$ cat config.mk
export PLATFORM = sky130hd
export DESIGN_NAME = shell_word_tokenizer
export DESIGN_NICKNAME = d
export VERILOG_FILES = /design/src/design/swt_pkg.sv /design/src/design/swt_core.sv /design/src/design/swt_rqueue.sv /design/src/design/shell_word_tokenizer.sv
export SDC_FILE = /design/constraint.sdc
export NUM_CORES = 1
export LEC_CHECK = 0
export BUFFER_PORTS_ARGS = -buffer_cell sky130_fd_sc_hd__buf_2
export CAP_MARGIN = 20
export CORE_UTILIZATION = 60
export DETAILED_ROUTE_END_ITERATION = 8
export PLACE_DENSITY = 0.78
export RECOVER_POWER = 25
export SETUP_SLACK_MARGIN = 0.4
export SLEW_MARGIN = 20
export SYNTH_ARGS = -nofsm -noshare
export SYNTH_HDL_FRONTEND = slang
export SYNTH_SLANG_ARGS = --single-unit
export TNS_END_PERCENT = 50
$ cat constraint.sdc
create_clock -name i_clk -period 6 [get_ports i_clk]
set_clock_uncertainty 0.15 [all_clocks]
set_input_delay 0.6 -clock i_clk [delete_from_list [all_inputs] [get_ports i_clk]]
set_output_delay 0.6 -clock i_clk [all_outputs]
set_load 0.01 [all_outputs]
$ cat src/design/swt_pkg.sv
`default_nettype none

package swt_pkg;

    // Field widths of the line scanner.
    localparam int unsigned CH_W       = 8;
    localparam int unsigned POS_W      = 17;
    localparam int unsigned WCNT_W     = 13;
    localparam int unsigned WNUM_W     = 12;
    localparam int unsigned START_W    = 16;
    localparam int unsigned CFG_W      = 17;
    localparam int unsigned CFG_IDX_W  = 1;
    localparam int unsigned OUT_DATA_W = 40;
    localparam int unsigned OUT_USER_W = 2;

    // Largest values the configuration registers can hold.
    localparam int unsigned POS_MAX  = 131071;
    localparam int unsigned WCNT_MAX = 8191;

    // Configuration register indexes.
    localparam logic [CFG_IDX_W-1:0] REG_MAX_LINE_BYTES = 1'b0;
    localparam logic [CFG_IDX_W-1:0] REG_MAX_WORDS      = 1'b1;

    // Result queue geometry.
    localparam int unsigned RQ_DEPTH = 8;
    localparam int unsigned RQ_PTR_W = 3;
    localparam int unsigned RQ_LVL_W = 4;

    // Result kinds.
    typedef logic [1:0] t_kind;
    localparam t_kind KIND_BYTE     = 2'd0;
    localparam t_kind KIND_WORD_END = 2'd1;
    localparam t_kind KIND_LINE_END = 2'd2;

    // Quote modes.
    typedef logic [1:0] t_quote;
    localparam t_quote QUOTE_NONE   = 2'd0;
    localparam t_quote QUOTE_SINGLE = 2'd1;
    localparam t_quote QUOTE_DOUBLE = 2'd2;

    // Byte codes that steer the scanner.
    localparam logic [CH_W-1:0] CH_SPACE  = 8'h20;
    localparam logic [CH_W-1:0] CH_TAB    = 8'h09;
    localparam logic [CH_W-1:0] CH_CR     = 8'h0D;
    localparam logic [CH_W-1:0] CH_SQUOTE = 8'h27;
    localparam logic [CH_W-1:0] CH_DQUOTE = 8'h22;
    localparam logic [CH_W-1:0] CH_BSLASH = 8'h5C;

    // One result item.
    typedef struct packed {
        t_kind              kind;
        logic [CH_W-1:0]    out_byte;
        logic [WNUM_W-1:0]  word_number;
        logic [START_W-1:0] word_start;
        logic               tail_blank;
        logic               tail_escape;
        t_quote             tail_quote;
        logic               last;
    } t_result;

    // Results produced by one input item, handed to the result queue.
    typedef struct packed {
        logic [1:0] cnt;
        t_result    res0;
        t_result    res1;
    } t_push;

endpackage

`default_nettype wire

$ cat src/design/swt_core.sv
`default_nettype none

module swt_core #(
    parameter int unsigned LINE_LIMIT = 65536,
    parameter int unsigned WORD_LIMIT = 4096
) (
    input  wire logic                           i_clk,
    input  wire logic                           i_rst_n,
    input  wire logic                           i_cfg_we,
    input  wire logic [swt_pkg::CFG_IDX_W-1:0]  i_cfg_idx,
    input  wire logic [swt_pkg::CFG_W-1:0]      i_cfg_data,
    input  wire logic                           i_s_tvalid,
    output logic                                o_s_tready,
    input  wire logic [swt_pkg::CH_W-1:0]       i_ch,
    input  wire logic                           i_is_end,
    input  wire logic [swt_pkg::RQ_LVL_W-1:0]   i_level,
    output swt_pkg::t_push                      o_push
);
    import swt_pkg::*;

    // Effective limits: the configured value never exceeds the build limit.
    localparam int unsigned LINE_CAP = (LINE_LIMIT < POS_MAX) ? LINE_LIMIT : POS_MAX;
    localparam int unsigned WORD_CAP = (WORD_LIMIT < WCNT_MAX) ? WORD_LIMIT : WCNT_MAX;
    localparam int unsigned LINE_RST = (LINE_CAP < 65536) ? LINE_CAP : 65536;
    localparam int unsigned WORD_RST = (WORD_CAP < 4096) ? WORD_CAP : 4096;
    localparam logic [POS_W-1:0]  LINE_CAP_V = POS_W'(LINE_CAP);
    localparam logic [WCNT_W-1:0] WORD_CAP_V = WCNT_W'(WORD_CAP);
    localparam int unsigned LVL_X_W = RQ_LVL_W + 1;
    localparam logic [LVL_X_W-1:0] READY_MAX = LVL_X_W'(RQ_DEPTH - 2);

    logic [POS_W-1:0]   r_line_lim;
    logic [WCNT_W-1:0]  r_word_lim;

    logic               r_in_valid;
    logic [CH_W-1:0]    r_in_ch;
    logic               r_in_end;

    t_quote             r_quote, n_quote;
    logic               r_escape, n_escape;
    logic               r_active, n_active;
    logic [START_W-1:0] r_start, n_start;
    logic [POS_W-1:0]   r_pos, n_pos;
    logic [WCNT_W-1:0]  r_words, n_words;
    logic               r_space, n_space;

    t_push              push;
    logic               accept;
    logic               is_ws;
    logic               word_ok;
    logic [START_W-1:0] esc_start;
    t_result            end_res;
    t_result            byte_res;
    t_result            sum_res;

    // Room for two results per item in flight keeps the queue from overflowing.
    assign o_s_tready = ({1'b0, i_level} + (r_in_valid ? LVL_X_W'(2) : LVL_X_W'(0)))
                        <= READY_MAX;
    assign accept     = i_s_tvalid && o_s_tready;

    // Configuration registers, clipped to the build limits when written.
    always_ff @(posedge i_clk) begin
        if (!i_rst_n) begin
            r_line_lim <= POS_W'(LINE_RST);
            r_word_lim <= WCNT_W'(WORD_RST);
        end else if (i_cfg_we) begin
            unique case (i_cfg_idx)
                REG_MAX_LINE_BYTES: begin
                    r_line_lim <= (i_cfg_data < LINE_CAP_V) ? i_cfg_data : LINE_CAP_V;
                end
                REG_MAX_WORDS: begin
                    r_word_lim <= (i_cfg_data[WCNT_W-1:0] < WORD_CAP_V)
                                  ? i_cfg_data[WCNT_W-1:0] : WORD_CAP_V;
                end
                default: begin
                end
            endcase
        end
    end

    // Input register.
    always_ff @(posedge i_clk) begin
        if (!i_rst_n) begin
            r_in_valid <= 1'b0;
        end else begin
            r_in_valid <= accept;
        end
    end

    always_ff @(posedge i_clk) begin
        if (accept) begin
            r_in_ch  <= i_ch;
            r_in_end <= i_is_end;
        end
    end

    // Candidate results for the byte held in the input register.
    assign is_ws     = (r_in_ch == CH_SPACE) || ((r_in_ch >= CH_TAB) && (r_in_ch <= CH_CR));
    assign word_ok   = r_words < r_word_lim;
    assign esc_start = (r_pos == '0) ? '0 : START_W'(r_pos - POS_W'(1));

    always_comb begin
        end_res             = '0;
        end_res.kind        = KIND_WORD_END;
        end_res.word_number = r_words[WNUM_W-1:0];
        end_res.word_start  = r_start;
        end_res.last        = 1'b1;

        byte_res             = '0;
        byte_res.kind        = KIND_BYTE;
        byte_res.out_byte    = r_in_ch;
        byte_res.word_number = r_words[WNUM_W-1:0];
        byte_res.last        = 1'b1;

        sum_res             = '0;
        sum_res.kind        = KIND_LINE_END;
        sum_res.tail_blank  = r_space;
        sum_res.tail_escape = r_escape;
        sum_res.tail_quote  = r_quote;
        sum_res.last        = 1'b1;
    end

    // One scanning step: next state and the results this item causes.
    always_comb begin
        n_quote  = r_quote;
        n_escape = r_escape;
        n_active = r_active;
        n_start  = r_start;
        n_pos    = r_pos;
        n_words  = r_words;
        n_space  = r_space;
        push     = '0;

        if (r_in_valid) begin
            if (r_in_end) begin
                // Line terminator: close an open word (if within the word limit), then report the summary.
                if (r_active && word_ok) begin
                    push.res0      = end_res;
                    push.res0.last = 1'b0;
                    push.res1      = sum_res;
                    push.cnt       = 2'd2;
                end else begin
                    push.res0 = sum_res;
                    push.cnt  = 2'd1;
                end
                n_quote  = QUOTE_NONE;
                n_escape = 1'b0;
                n_active = 1'b0;
                n_start  = '0;
                n_pos    = '0;
                n_words  = '0;
                n_space  = 1'b0;
            end else if (r_pos < r_line_lim) begin
                n_pos = r_pos + POS_W'(1);
                if (r_escape) begin
                    // Escaped byte is always literal.
                    if (!r_active) begin
                        n_active = 1'b1;
                        n_start  = esc_start;
                    end
                    if (word_ok) begin
                        push.res0 = byte_res;
                        push.cnt  = 2'd1;
                    end
                    n_escape = 1'b0;
                    n_space  = 1'b0;
                end else if (r_quote == QUOTE_SINGLE) begin
                    n_space = 1'b0;
                    if (r_in_ch == CH_SQUOTE) begin
                        n_quote = QUOTE_NONE;
                    end else if (word_ok) begin
                        push.res0 = byte_res;
                        push.cnt  = 2'd1;
                    end
                end else if (r_quote == QUOTE_DOUBLE) begin
                    n_space = 1'b0;
                    if (r_in_ch == CH_DQUOTE) begin
                        n_quote = QUOTE_NONE;
                    end else if (r_in_ch == CH_BSLASH) begin
                        if (!r_active) begin
                            n_active = 1'b1;
                            n_start  = r_pos[START_W-1:0];
                        end
                        n_escape = 1'b1;
                    end else if (word_ok) begin
                        push.res0 = byte_res;
                        push.cnt  = 2'd1;
                    end
                end else if (is_ws) begin
                    // Unquoted whitespace ends the current word.
                    if (r_active) begin
                        if (word_ok) begin
                            push.res0 = end_res;
                            push.cnt  = 2'd1;
                            n_words   = r_words + WCNT_W'(1);
                        end
                        n_active = 1'b0;
                    end
                    n_space = 1'b1;
                end else begin
                    n_space = 1'b0;
                    if (!r_active) begin
                        n_active = 1'b1;
                        n_start  = r_pos[START_W-1:0];
                    end
                    if (r_in_ch == CH_BSLASH) begin
                        n_escape = 1'b1;
                    end else if (r_in_ch == CH_SQUOTE) begin
                        n_quote = QUOTE_SINGLE;
                    end else if (r_in_ch == CH_DQUOTE) begin
                        n_quote = QUOTE_DOUBLE;
                    end else if (word_ok) begin
                        push.res0 = byte_res;
                        push.cnt  = 2'd1;
                    end
                end
            end
        end
    end

    // Line state.
    always_ff @(posedge i_clk) begin
        if (!i_rst_n) begin
            r_quote  <= QUOTE_NONE;
            r_escape <= 1'b0;
            r_active <= 1'b0;
            r_start  <= '0;
            r_pos    <= '0;
            r_words  <= '0;
            r_space  <= 1'b0;
        end else begin
            r_quote  <= n_quote;
            r_escape <= n_escape;
            r_active <= n_active;
            r_start  <= n_start;
            r_pos    <= n_pos;
            r_words  <= n_words;
            r_space  <= n_space;
        end
    end

    assign o_push = push;

`ifndef ASSERT_OFF
    // Only a line terminator can produce two results.
    a_two_only_on_end: assert property (@(posedge i_clk) disable iff (!i_rst_n)
        (push.cnt == 2'd2) |-> (r_in_valid && r_in_end))
        else $error("two results from a non-terminator item");

    // A byte beyond the line limit leaves no trace.
    a_past_limit_silent: assert property (@(posedge i_clk) disable iff (!i_rst_n)
        (r_in_valid && !r_in_end && (r_pos >= r_line_lim))
        |=> ((r_pos == $past(r_pos)) && (r_words == $past(r_words))))
        else $error("byte past the line limit changed the state");
`endif

endmodule

`default_nettype wire

$ cat src/design/swt_rqueue.sv
`default_nettype none

module swt_rqueue (
    input  wire logic                           i_clk,
    input  wire logic                           i_rst_n,
    input  wire swt_pkg::t_push                 i_push,
    output logic [swt_pkg::RQ_LVL_W-1:0]        o_level,
    output logic                                o_m_tvalid,
    input  wire logic                           i_m_tready,
    output swt_pkg::t_result                    o_res
);
    import swt_pkg::*;

    t_result               r_mem [RQ_DEPTH];
    logic [RQ_PTR_W-1:0]   r_wp, n_wp;
    logic [RQ_PTR_W-1:0]   r_rp, n_rp;
    logic [RQ_LVL_W-1:0]   r_count, n_count;
    logic [RQ_PTR_W-1:0]   wp_next;
    logic                  pop;

    assign wp_next    = r_wp + RQ_PTR_W'(1);
    assign o_m_tvalid = r_count != '0;
    assign pop        = o_m_tvalid && i_m_tready;
    assign o_res      = r_mem[r_rp];
    assign o_level    = r_count;

    // Up to two results are written per cycle at consecutive slots.
    always_ff @(posedge i_clk) begin
        if (i_push.cnt != 2'd0) begin
            r_mem[r_wp] <= i_push.res0;
        end
        if (i_push.cnt == 2'd2) begin
            r_mem[wp_next] <= i_push.res1;
        end
    end

    // Pointer and fill level update.
    always_comb begin
        n_wp    = r_wp + RQ_PTR_W'(i_push.cnt);
        n_rp    = pop ? (r_rp + RQ_PTR_W'(1)) : r_rp;
        n_count = r_count + RQ_LVL_W'(i_push.cnt) - (pop ? RQ_LVL_W'(1) : RQ_LVL_W'(0));
    end

    always_ff @(posedge i_clk) begin
        if (!i_rst_n) begin
            r_wp    <= '0;
            r_rp    <= '0;
            r_count <= '0;
        end else begin
            r_wp    <= n_wp;
            r_rp    <= n_rp;
            r_count <= n_count;
        end
    end

`ifndef ASSERT_OFF
    // Pushes never overrun the queue.
    a_no_overflow: assert property (@(posedge i_clk) disable iff (!i_rst_n)
        (i_push.cnt != 2'd0)
        |-> ((r_count + RQ_LVL_W'(i_push.cnt)) <= RQ_LVL_W'(RQ_DEPTH)))
        else $error("result queue overflow");

    // Fill level always matches the pointer distance.
    a_level_matches: assert property (@(posedge i_clk) disable iff (!i_rst_n)
        (r_count == RQ_LVL_W'(RQ_DEPTH)) || (RQ_PTR_W'(r_wp - r_rp) == r_count[RQ_PTR_W-1:0]))
        else $error("result queue level out of step with pointers");
`endif

endmodule

`default_nettype wire

$ cat src/design/shell_word_tokenizer.sv
// Shell word tokenizer: splits a command line, one byte per beat, into words.
// Slave stream: i_s_tdata carries one line byte, i_s_tlast marks the line
// terminator beat (its data byte is ignored). Master stream: one beat per
// result; o_m_tuser is the result kind (word byte, word end, line summary),
// o_m_tlast marks the final result caused by one input beat.
// Configuration: write max_line_bytes (index 0) or max_words (index 1) through
// i_cfg_we / i_cfg_idx / i_cfg_data while the block is idle.
// Throughput: one input beat per cycle while o_s_tready is high. A byte produces
// at most one result; a terminator closing an open word produces two, which drain
// one per output beat through the eight-entry result queue.
// Path: a taken beat is held in the input register, and the results it causes
// are written from there into the result queue, which offers them in order.
// When the receiver stalls, the queue fills and o_s_tready drops once it could
// no longer hold two results for the beat in flight plus two for a new beat;
// nothing is lost.
// Reset clears all line state, empties the queue and sets the limits to
// 65536 bytes and 4096 words (capped by LINE_LIMIT and WORD_LIMIT).
`default_nettype none

module shell_word_tokenizer #(
    parameter int unsigned LINE_LIMIT = 65536,
    parameter int unsigned WORD_LIMIT = 4096
) (
    input  wire logic                            i_clk,
    input  wire logic                            i_rst_n,
    // Configuration write port.
    input  wire logic                            i_cfg_we,
    input  wire logic [swt_pkg::CFG_IDX_W-1:0]   i_cfg_idx,
    input  wire logic [swt_pkg::CFG_W-1:0]       i_cfg_data,
    // Slave stream.
    input  wire logic                            i_s_tvalid,
    output logic                                 o_s_tready,
    input  wire logic [7:0]                      i_s_tdata,   // [7:0] ch
    input  wire logic                            i_s_tlast,   // is_end
    // Master stream.
    output logic                                 o_m_tvalid,
    input  wire logic                            i_m_tready,
    // [7:0] out_byte, [19:8] word_number, [35:20] word_start,
    // [36] tail_blank, [37] tail_escape, [39:38] tail_quote
    output logic [swt_pkg::OUT_DATA_W-1:0]       o_m_tdata,
    output logic [swt_pkg::OUT_USER_W-1:0]       o_m_tuser,   // [1:0] kind
    output logic                                 o_m_tlast    // last
);
    import swt_pkg::*;

    t_push               push;
    t_result             res;
    logic [RQ_LVL_W-1:0] level;

    // Scanner with its input register and line state.
    swt_core #(
        .LINE_LIMIT (LINE_LIMIT),
        .WORD_LIMIT (WORD_LIMIT)
    ) u_core (
        .i_clk      (i_clk),
        .i_rst_n    (i_rst_n),
        .i_cfg_we   (i_cfg_we),
        .i_cfg_idx  (i_cfg_idx),
        .i_cfg_data (i_cfg_data),
        .i_s_tvalid (i_s_tvalid),
        .o_s_tready (o_s_tready),
        .i_ch       (i_s_tdata),
        .i_is_end   (i_s_tlast),
        .i_level    (level),
        .o_push     (push)
    );

    // Result queue toward the master stream.
    swt_rqueue u_rqueue (
        .i_clk      (i_clk),
        .i_rst_n    (i_rst_n),
        .i_push     (push),
        .o_level    (level),
        .o_m_tvalid (o_m_tvalid),
        .i_m_tready (i_m_tready),
        .o_res      (res)
    );

    // Pack the result beat.
    assign o_m_tdata = {res.tail_quote, res.tail_escape, res.tail_blank,
                        res.word_start, res.word_number, res.out_byte};
    assign o_m_tuser = res.kind;
    assign o_m_tlast = res.last;

`ifndef ASSERT_OFF
    // Every result beat carries a defined kind.
    a_kind_valid: assert property (@(posedge i_clk) disable iff (!i_rst_n)
        o_m_tvalid |-> ((o_m_tuser == KIND_BYTE) || (o_m_tuser == KIND_WORD_END)
                        || (o_m_tuser == KIND_LINE_END)))
        else $error("result beat with undefined kind");

    // A line summary always closes the results of its item.
    a_summary_last: assert property (@(posedge i_clk) disable iff (!i_rst_n)
        (o_m_tvalid && (o_m_tuser == KIND_LINE_END)) |-> o_m_tlast)
        else $error("line summary not marked last");
`endif

endmodule

`default_nettype wire
Word-level counts from Yosys, hierarchy flattened
Memories as Yosys holds them, arrays and structs flattened. A register that Yosys moved wholly into a read port is not among the register bits.
Cells that the tools add are included.
- register bits: 101
- bits in writable memories: 344
- output and inout bits: 45
- word-level logic and storage cells: 155
- memories: 1
- memories (name ; depth ; bits a word ; rd ports ; clocked after Yosys merged registers in ; wr ports ; RTL line ; source):
    u_rqueue.r_mem ; 8 ; 43 ; 1 ; 1 ; 2 ; swt_rqueue.sv:14 ; t_result r_mem [RQ_DEPTH];
- $add $sub $neg: 9
- magnitude comparators: 7
- equal/unequal tests: 19
- multiplexer cells: 83
- bitwise operators: 1
- reduce and logical (&&, ||, !) cells: 20
- operators by type and width (kind ; count):
    $mux 45 ; 12
    $mux 16 ; 11
    $mux 44 ; 4
    $mux 13 ; 9
    $mux 88 ; 1
    $mux 43 ; 2
    $mux 17 ; 3
    $mux 1 ; 27
    $eq 8x6->1 const B ; 3
    $mux 2 ; 12
    $add 17x1->17 const B ; 1
    $logic_not 17->1 ; 1
    $lt 17x17->1 ; 1
    $lt 17x17->1 const B ; 1
    $ne 4x2->1 const B ; 4
    $reduce_and 8->1 ; 2
    $sub 16x1->16 const B ; 1
    $add 13x1->13 const B ; 1
    $lt 13x13->1 ; 1
    $lt 13x13->1 const B ; 1
    $reduce_bool 2->1 ; 5
    $eq 8x7->1 const B ; 1
    $ge 8x4->1 const B ; 1
    $le 8x4->1 const B ; 1
    21 further kinds ; 33

Depth between registers and ports, before layout
- depth after elaboration: 15
- depth in mapped cells: 14

By module
From an unflattened synthesis, not the netlist that was laid out.
- cells, all modules: 1683
- area, all modules: 23642.7 µm²
- modules (own cells, without submodules) (module ; times used ; cells an instance ; area an instance (µm²) ; sequential area each (µm²)):
    swt_rqueue ; 1 ; 966 ; 17769.5 ; 10590.2
    swt_core ; 1 ; 717 ; 5873.1 ; 1911.8

Worst setup path before layout
No wires, ideal clock.
- path kind: flip-flop to flip-flop
- start point: register u_core.r_word_lim[4]
- end point: register u_rqueue.r_wp[2]
- setup time: 0.128 ns
- data arrival time: 3.041 ns
- required time: 5.722 ns
- setup slack: 2.681 ns
- stages on the path, launching flop included: 15
- buffers on the path: 0
- clock period less this slack: 3.319 ns
- cells stage by stage: dfxtp_1 > inv_1 > ha_1 > o21ai_0 > a2111o_1 > o22ai_1 > nor2_1 > a21oi_1 > a31oi_1 > inv_1 > ha_1 > inv_1 > fa_1 > xor2_1 > nor2_1
- longest elaborated chain between the ends: 13
- ends and longest elaborated chain (what ; RTL line ; source):
    start, declared ; swt_core.sv:32 ; logic [WCNT_W-1:0] r_word_lim;
    start signal, assigned ; swt_core.sv:64 ; r_word_lim <= WCNT_W'(WORD_RST);
    start signal, assigned ; swt_core.sv:71 ; r_word_lim <= (i_cfg_data[WCNT_W-1:0] < WORD_CAP_V)
    $lt 13x13->1 (*) ; swt_core.sv:98 ; assign word_ok = r_words < r_word_lim;
    $mux 44 ; -- ;
    $mux 44 ; swt_core.sv:209 ; end else if (r_in_ch == CH_DQUOTE) begin
    $mux 45 ; swt_core.sv:207 ; end else if (r_in_ch == CH_SQUOTE) begin
    $mux 45 ; swt_core.sv:205 ; if (r_in_ch == CH_BSLASH) begin
    $mux 45 ; swt_core.sv:188 ; end else if (is_ws) begin
    $mux 45 ; swt_core.sv:174 ; end else if (r_quote == QUOTE_DOUBLE) begin
    $mux 45 ; swt_core.sv:166 ; end else if (r_quote == QUOTE_SINGLE) begin
    $mux 45 ; swt_core.sv:154 ; if (r_escape) begin
    $mux 45 ; swt_core.sv:152 ; end else if (r_pos < r_line_lim) begin
    $mux 45 (*) ; swt_core.sv:134 ; if (r_in_end) begin
    $mux 88 (*) ; swt_core.sv:133 ; if (r_in_valid) begin
    $add 3x2->3 (*) ; swt_rqueue.sv:39 ; n_wp = r_wp + RQ_PTR_W'(i_push.cnt);
    end signal, assigned ; swt_rqueue.sv:50 ; r_wp <= n_wp;
    end, declared ; swt_rqueue.sv:15 ; logic [RQ_PTR_W-1:0] r_wp, n_wp;
Mark *: on every way between the ends. The rest lies on a longest branch, timed or not.
A chain may end at the register's enable or synchronous reset.

==> results.sh <==
export IMPL_status="finished, violations left"
export IMPL_failed_checks="capacitance limit, slew limit"
export IMPL_areaGrowthSynthToFinish_pct=9.78
export IMPL_clk_pin_slew_worst_paths_ps=60
export IMPL_num_io_pins=77
export IMPL_antenna_found_initial=0
export IMPL_rows=65
export IMPL_nets=1774
export IMPL_min_from="i_s_tdata[7]"
export IMPL_place_hpwl_mm=31.4
export IMPL_max_freq_mhz=204
export IMPL_root_buffer="clkbuf_16"
export IMPL_r2r_setup_slack_ps=1100
export IMPL_critical_path_class="reg2reg"
export IMPL_final_hold_viol_count=0
export IMPL_diodes=0
export IMPL_syn_inst=1708
export IMPL_place_area_um2=20100
export IMPL_cts_max_level=2
export IMPL_fillCellCount=2386
export IMPL_grt_pass1_wl_mm=78.4
export IMPL_clk_latency_ps=570
export IMPL_syn_cell_area_um2=19600
export IMPL_yosysSeqAreaShare_pct=48.6
export IMPL_first_global_vias=13800
export IMPL_clock_sinks=448
export IMPL_cts_hold_buf=0
export IMPL_cp_required_ps=6300
export IMPL_r2r_end="u_rqueue.r_mem[4][11]$_SDFFE_PP0P_"
export IMPL_internal_power_mw=5.21
export IMPL_tns_ps=0
export IMPL_ys_flop_type="dfxtp_1"
export IMPL_path_max_fanout=24
export IMPL_worstPathArrival_ps=5210
export IMPL_rsz0062_at_grt="no"
export IMPL_r2r_start="u_core.r_pos[14]$_SDFFE_PN0P_"
export IMPL_finalCoreUtilization_pct=67.5
export IMPL_synth_seq_cells=448
export IMPL_synth_edf_count=57
export IMPL_yosys_cell_types_count=78
export IMPL_worst_setup_path_start_kind="register"
export IMPL_grt_overflow=0
export IMPL_tightest_slew_ps=1610
export IMPL_syn_avg_cell_area_um2=11.5
export IMPL_seqPwrFrac_pct=46.2
export IMPL_min_period_ps=4900
export IMPL_seqCellArea_um2=9540
export IMPL_drt_iter0_drc=1395
export IMPL_relSlewSlack_pct=-7.29
export IMPL_cts_tree="built"
export IMPL_cap_violations=1
export IMPL_postLayoutCellArea_um2=21500
export IMPL_antenna_left=0
export IMPL_yosys_warnings=0
export IMPL_yosysTopAreaCell="dfxtp_1"
export IMPL_synth_area_leaders="dfxtp_1, a22o_1, mux4_2, edfxtp_1, ha_1"
export IMPL_vias_per_cell=6.60
export IMPL_initial_core_util_pct=61.5
export IMPL_cts_made_buffers=45
export IMPL_io_buffers=76
export IMPL_vias=14300
export IMPL_async_reset_ff_share_pct=0
export IMPL_die_w_um=183
export IMPL_hold_path_class="in2reg"
export IMPL_wl_per_cell_um=22.8
export IMPL_post_cts_buffers=0
export IMPL_switching_share_pct=27.0
export IMPL_setup_viol=0
export IMPL_combPwrFrac_pct=14.7
export IMPL_slew_viol_final=27
export IMPL_track_usage_pct=29.9
export IMPL_holdPathStages=1
export IMPL_p_leak_nw=8.10
export IMPL_multiInputGateArea_um2=9190
export IMPL_synth_nets=1787
export IMPL_crit_path_end_kind="register"
export IMPL_power_switching_mw=1.93
export IMPL_drive_gt1_share_pct=18.7
export IMPL_pwr_share_clk_pct=39.1
export IMPL_timing_final_crit_share_pct=81.7
export IMPL_die_height_um=183
export IMPL_cellPowerDensity_nw_per_um2=331
export IMPL_worstHoldEndpoint="u_core.r_in_ch[7]$_DFFE_PP_"
export IMPL_ir_drop_mv=0.284
export IMPL_dr_pass1_iters=5
export IMPL_core_area_um2=31900
export IMPL_dieArea_um2=33400
export IMPL_drt_total_wl_mm=49.3
export IMPL_grt_start_max_net_pins=62
export IMPL_timing_final_ws_setup_ps=1100
export IMPL_synth_top_area_share_pct=39.9
export IMPL_ctsResizeCount=0
export IMPL_drc=0
export IMPL_dp_worst_setup_slack_ps=1900
export IMPL_r2r_cells=10
export IMPL_cts_max_path_buffers=3
export IMPL_place_gp_congestion=0.910
[Yosys cell counts (10+ instances only)]
cell and n:
a21o_1 10, a21oi_1 63, a22o_1 232, and3_1 11, buf_1 11, buf_2 37, clkbuf_1 98, dfxtp_1 391
edfxtp_1 57, ha_1 45, inv_1 68, mux2_2 43, mux4_2 86, nand2_1 56, nand3_1 41, nand4_1 16
nor2_1 87, nor2b_1 17, nor3_1 12, nor3b_1 34, o21ai_0 22, o2bb2ai_1 56, o31ai_1 21, or3_1 10
xnor2_1 12, xor2_1 22
[layout make-up]
cell class              count  share of cell area (%)
multi-input cells        1032                    42.7
inverters                  72                    1.26
clock inverters            22                    1.04
clock buffers              61                    5.79
flip-flops and latches    448                    44.3
well taps                 435                    2.53
repair buffers             96                    2.39
[through the flow]
step | instances | hold slack, ps | power (mW)
final | 2166 | 58.6 | 7.13
after detailed placement | 2081 | 285 | 4.42
after global routing | 2166 | 48.6 | 7.39
after floorplan | 1708 | 271 | 4.12
after global placement | 2079 | 280 | 4.40
after CTS | 2164 | 43.2 | 7.18
[metal layers]
metal	part of all wire [%]	GRT usage, %	up-vias	routed length [um]
li1	-	-	6429	-
met1	44	42.7	7126	21500
met2	46	47.1	639	22600
met3	7.9	4.57	106	3890
met4	2.7	9.30	0	1340
met5	0	0	-	0
[power by group through the flow]
stage               Clock, mW  Combinational (mW)  Sequential (mW)
CTS                      2.82                1.03             3.33
detailed placement          0                1.02             3.40
global placement            0                1.01             3.39
finish                   2.79                1.05             3.30
global route             2.94                1.13             3.32
floorplan                   0               0.862             3.26
[state kept, by name, summed over array words and instances, names as in the netlist, named ones only]
| signal | flops |
|---|---|
| u_core.r_space | 1 |
| u_core.r_quote | 2 |
| u_rqueue.o_level | 4 |
| u_rqueue.r_mem | 344 |
| u_core.r_words | 13 |
| u_core.r_active | 1 |
| u_core.r_word_lim | 13 |
| u_core.r_escape | 1 |
| u_core.r_pos | 17 |
| u_core.r_start | 16 |
| u_core.r_in_valid | 1 |
| u_rqueue.r_wp | 3 |
| u_core.r_line_lim | 17 |
| u_rqueue.r_rp | 3 |
| u_core.r_in_end | 1 |
| u_core.r_in_ch | 8 |
[cell families (layout without fill, tap and decap cells)]
family                   Yosys count  in the layout  share of synthesized area [%]
AO/OA/AOI/OAI                    466            466                           18.9
XOR/XNOR                          34             34                           1.52
multiplexers                     132            132                           12.5
buffers and inverters            228            251                           4.78
flip-flops                       448            448                           48.6
AND/OR/NAND/NOR                  353            353                           10.6
adder cells (fa/ha/maj)           47             47                           3.08
[layout by cell type, fill, tap and decap left out, types with 9 or more instances in the layout]
cell type,n
and3_1,11
o2bb2ai_1,56
a22o_1,232
nand2_1,56
nor2b_1,17
nand4_1,17
o31ai_1,21
nor2_1,87
nor3_1,12
ha_1,45
buf_4,10
inv_1,68
dfxtp_1,389
or3_1,10
nor3b_1,34
nand3_1,34
buf_2,65
xor2_1,22
a21o_1,10
xnor2_1,12
clkbuf_1,25
clkbuf_16,45
nor4_4,9
edfxtp_1,57
mux2_2,42
a21oi_1,63
mux4_2,86
o21ai_0,24
[critical path, cell delays in order, from the launching register on]
cell      delay [ps]
dfxtp_1          440
ha_1             280
a211o_1          290
a21oi_1          190
a21bo_2          250
a21bo_1          170
clkbuf_1         900
a31o_1           580
nand3_2          780
buf_4            500
a22o_1           260
[how the worst max path moves through the flow]
stage	startpoint	to
finish	u_core.r_pos[14]$_SDFFE_PN0P_	u_rqueue.r_mem[4][11]$_SDFFE_PP0P_
global route	u_core.r_pos[14]$_SDFFE_PN0P_	u_rqueue.r_mem[6][3]$_DFFE_PP_
CTS	u_core.r_words[3]$_SDFFE_PN0P_	u_rqueue.r_wp[2]$_SDFF_PN0_
detailed placement	u_core.r_words[3]$_SDFFE_PN0P_	u_rqueue.o_level[2]$_SDFF_PN0_
global placement	u_core.r_words[3]$_SDFFE_PN0P_	u_rqueue.r_wp[2]$_SDFF_PN0_
floorplan	u_core.r_word_lim[4]$_SDFFE_PN0P_	u_rqueue.r_wp[2]$_SDFF_PN0_
(Power assumes the default switching activity.)
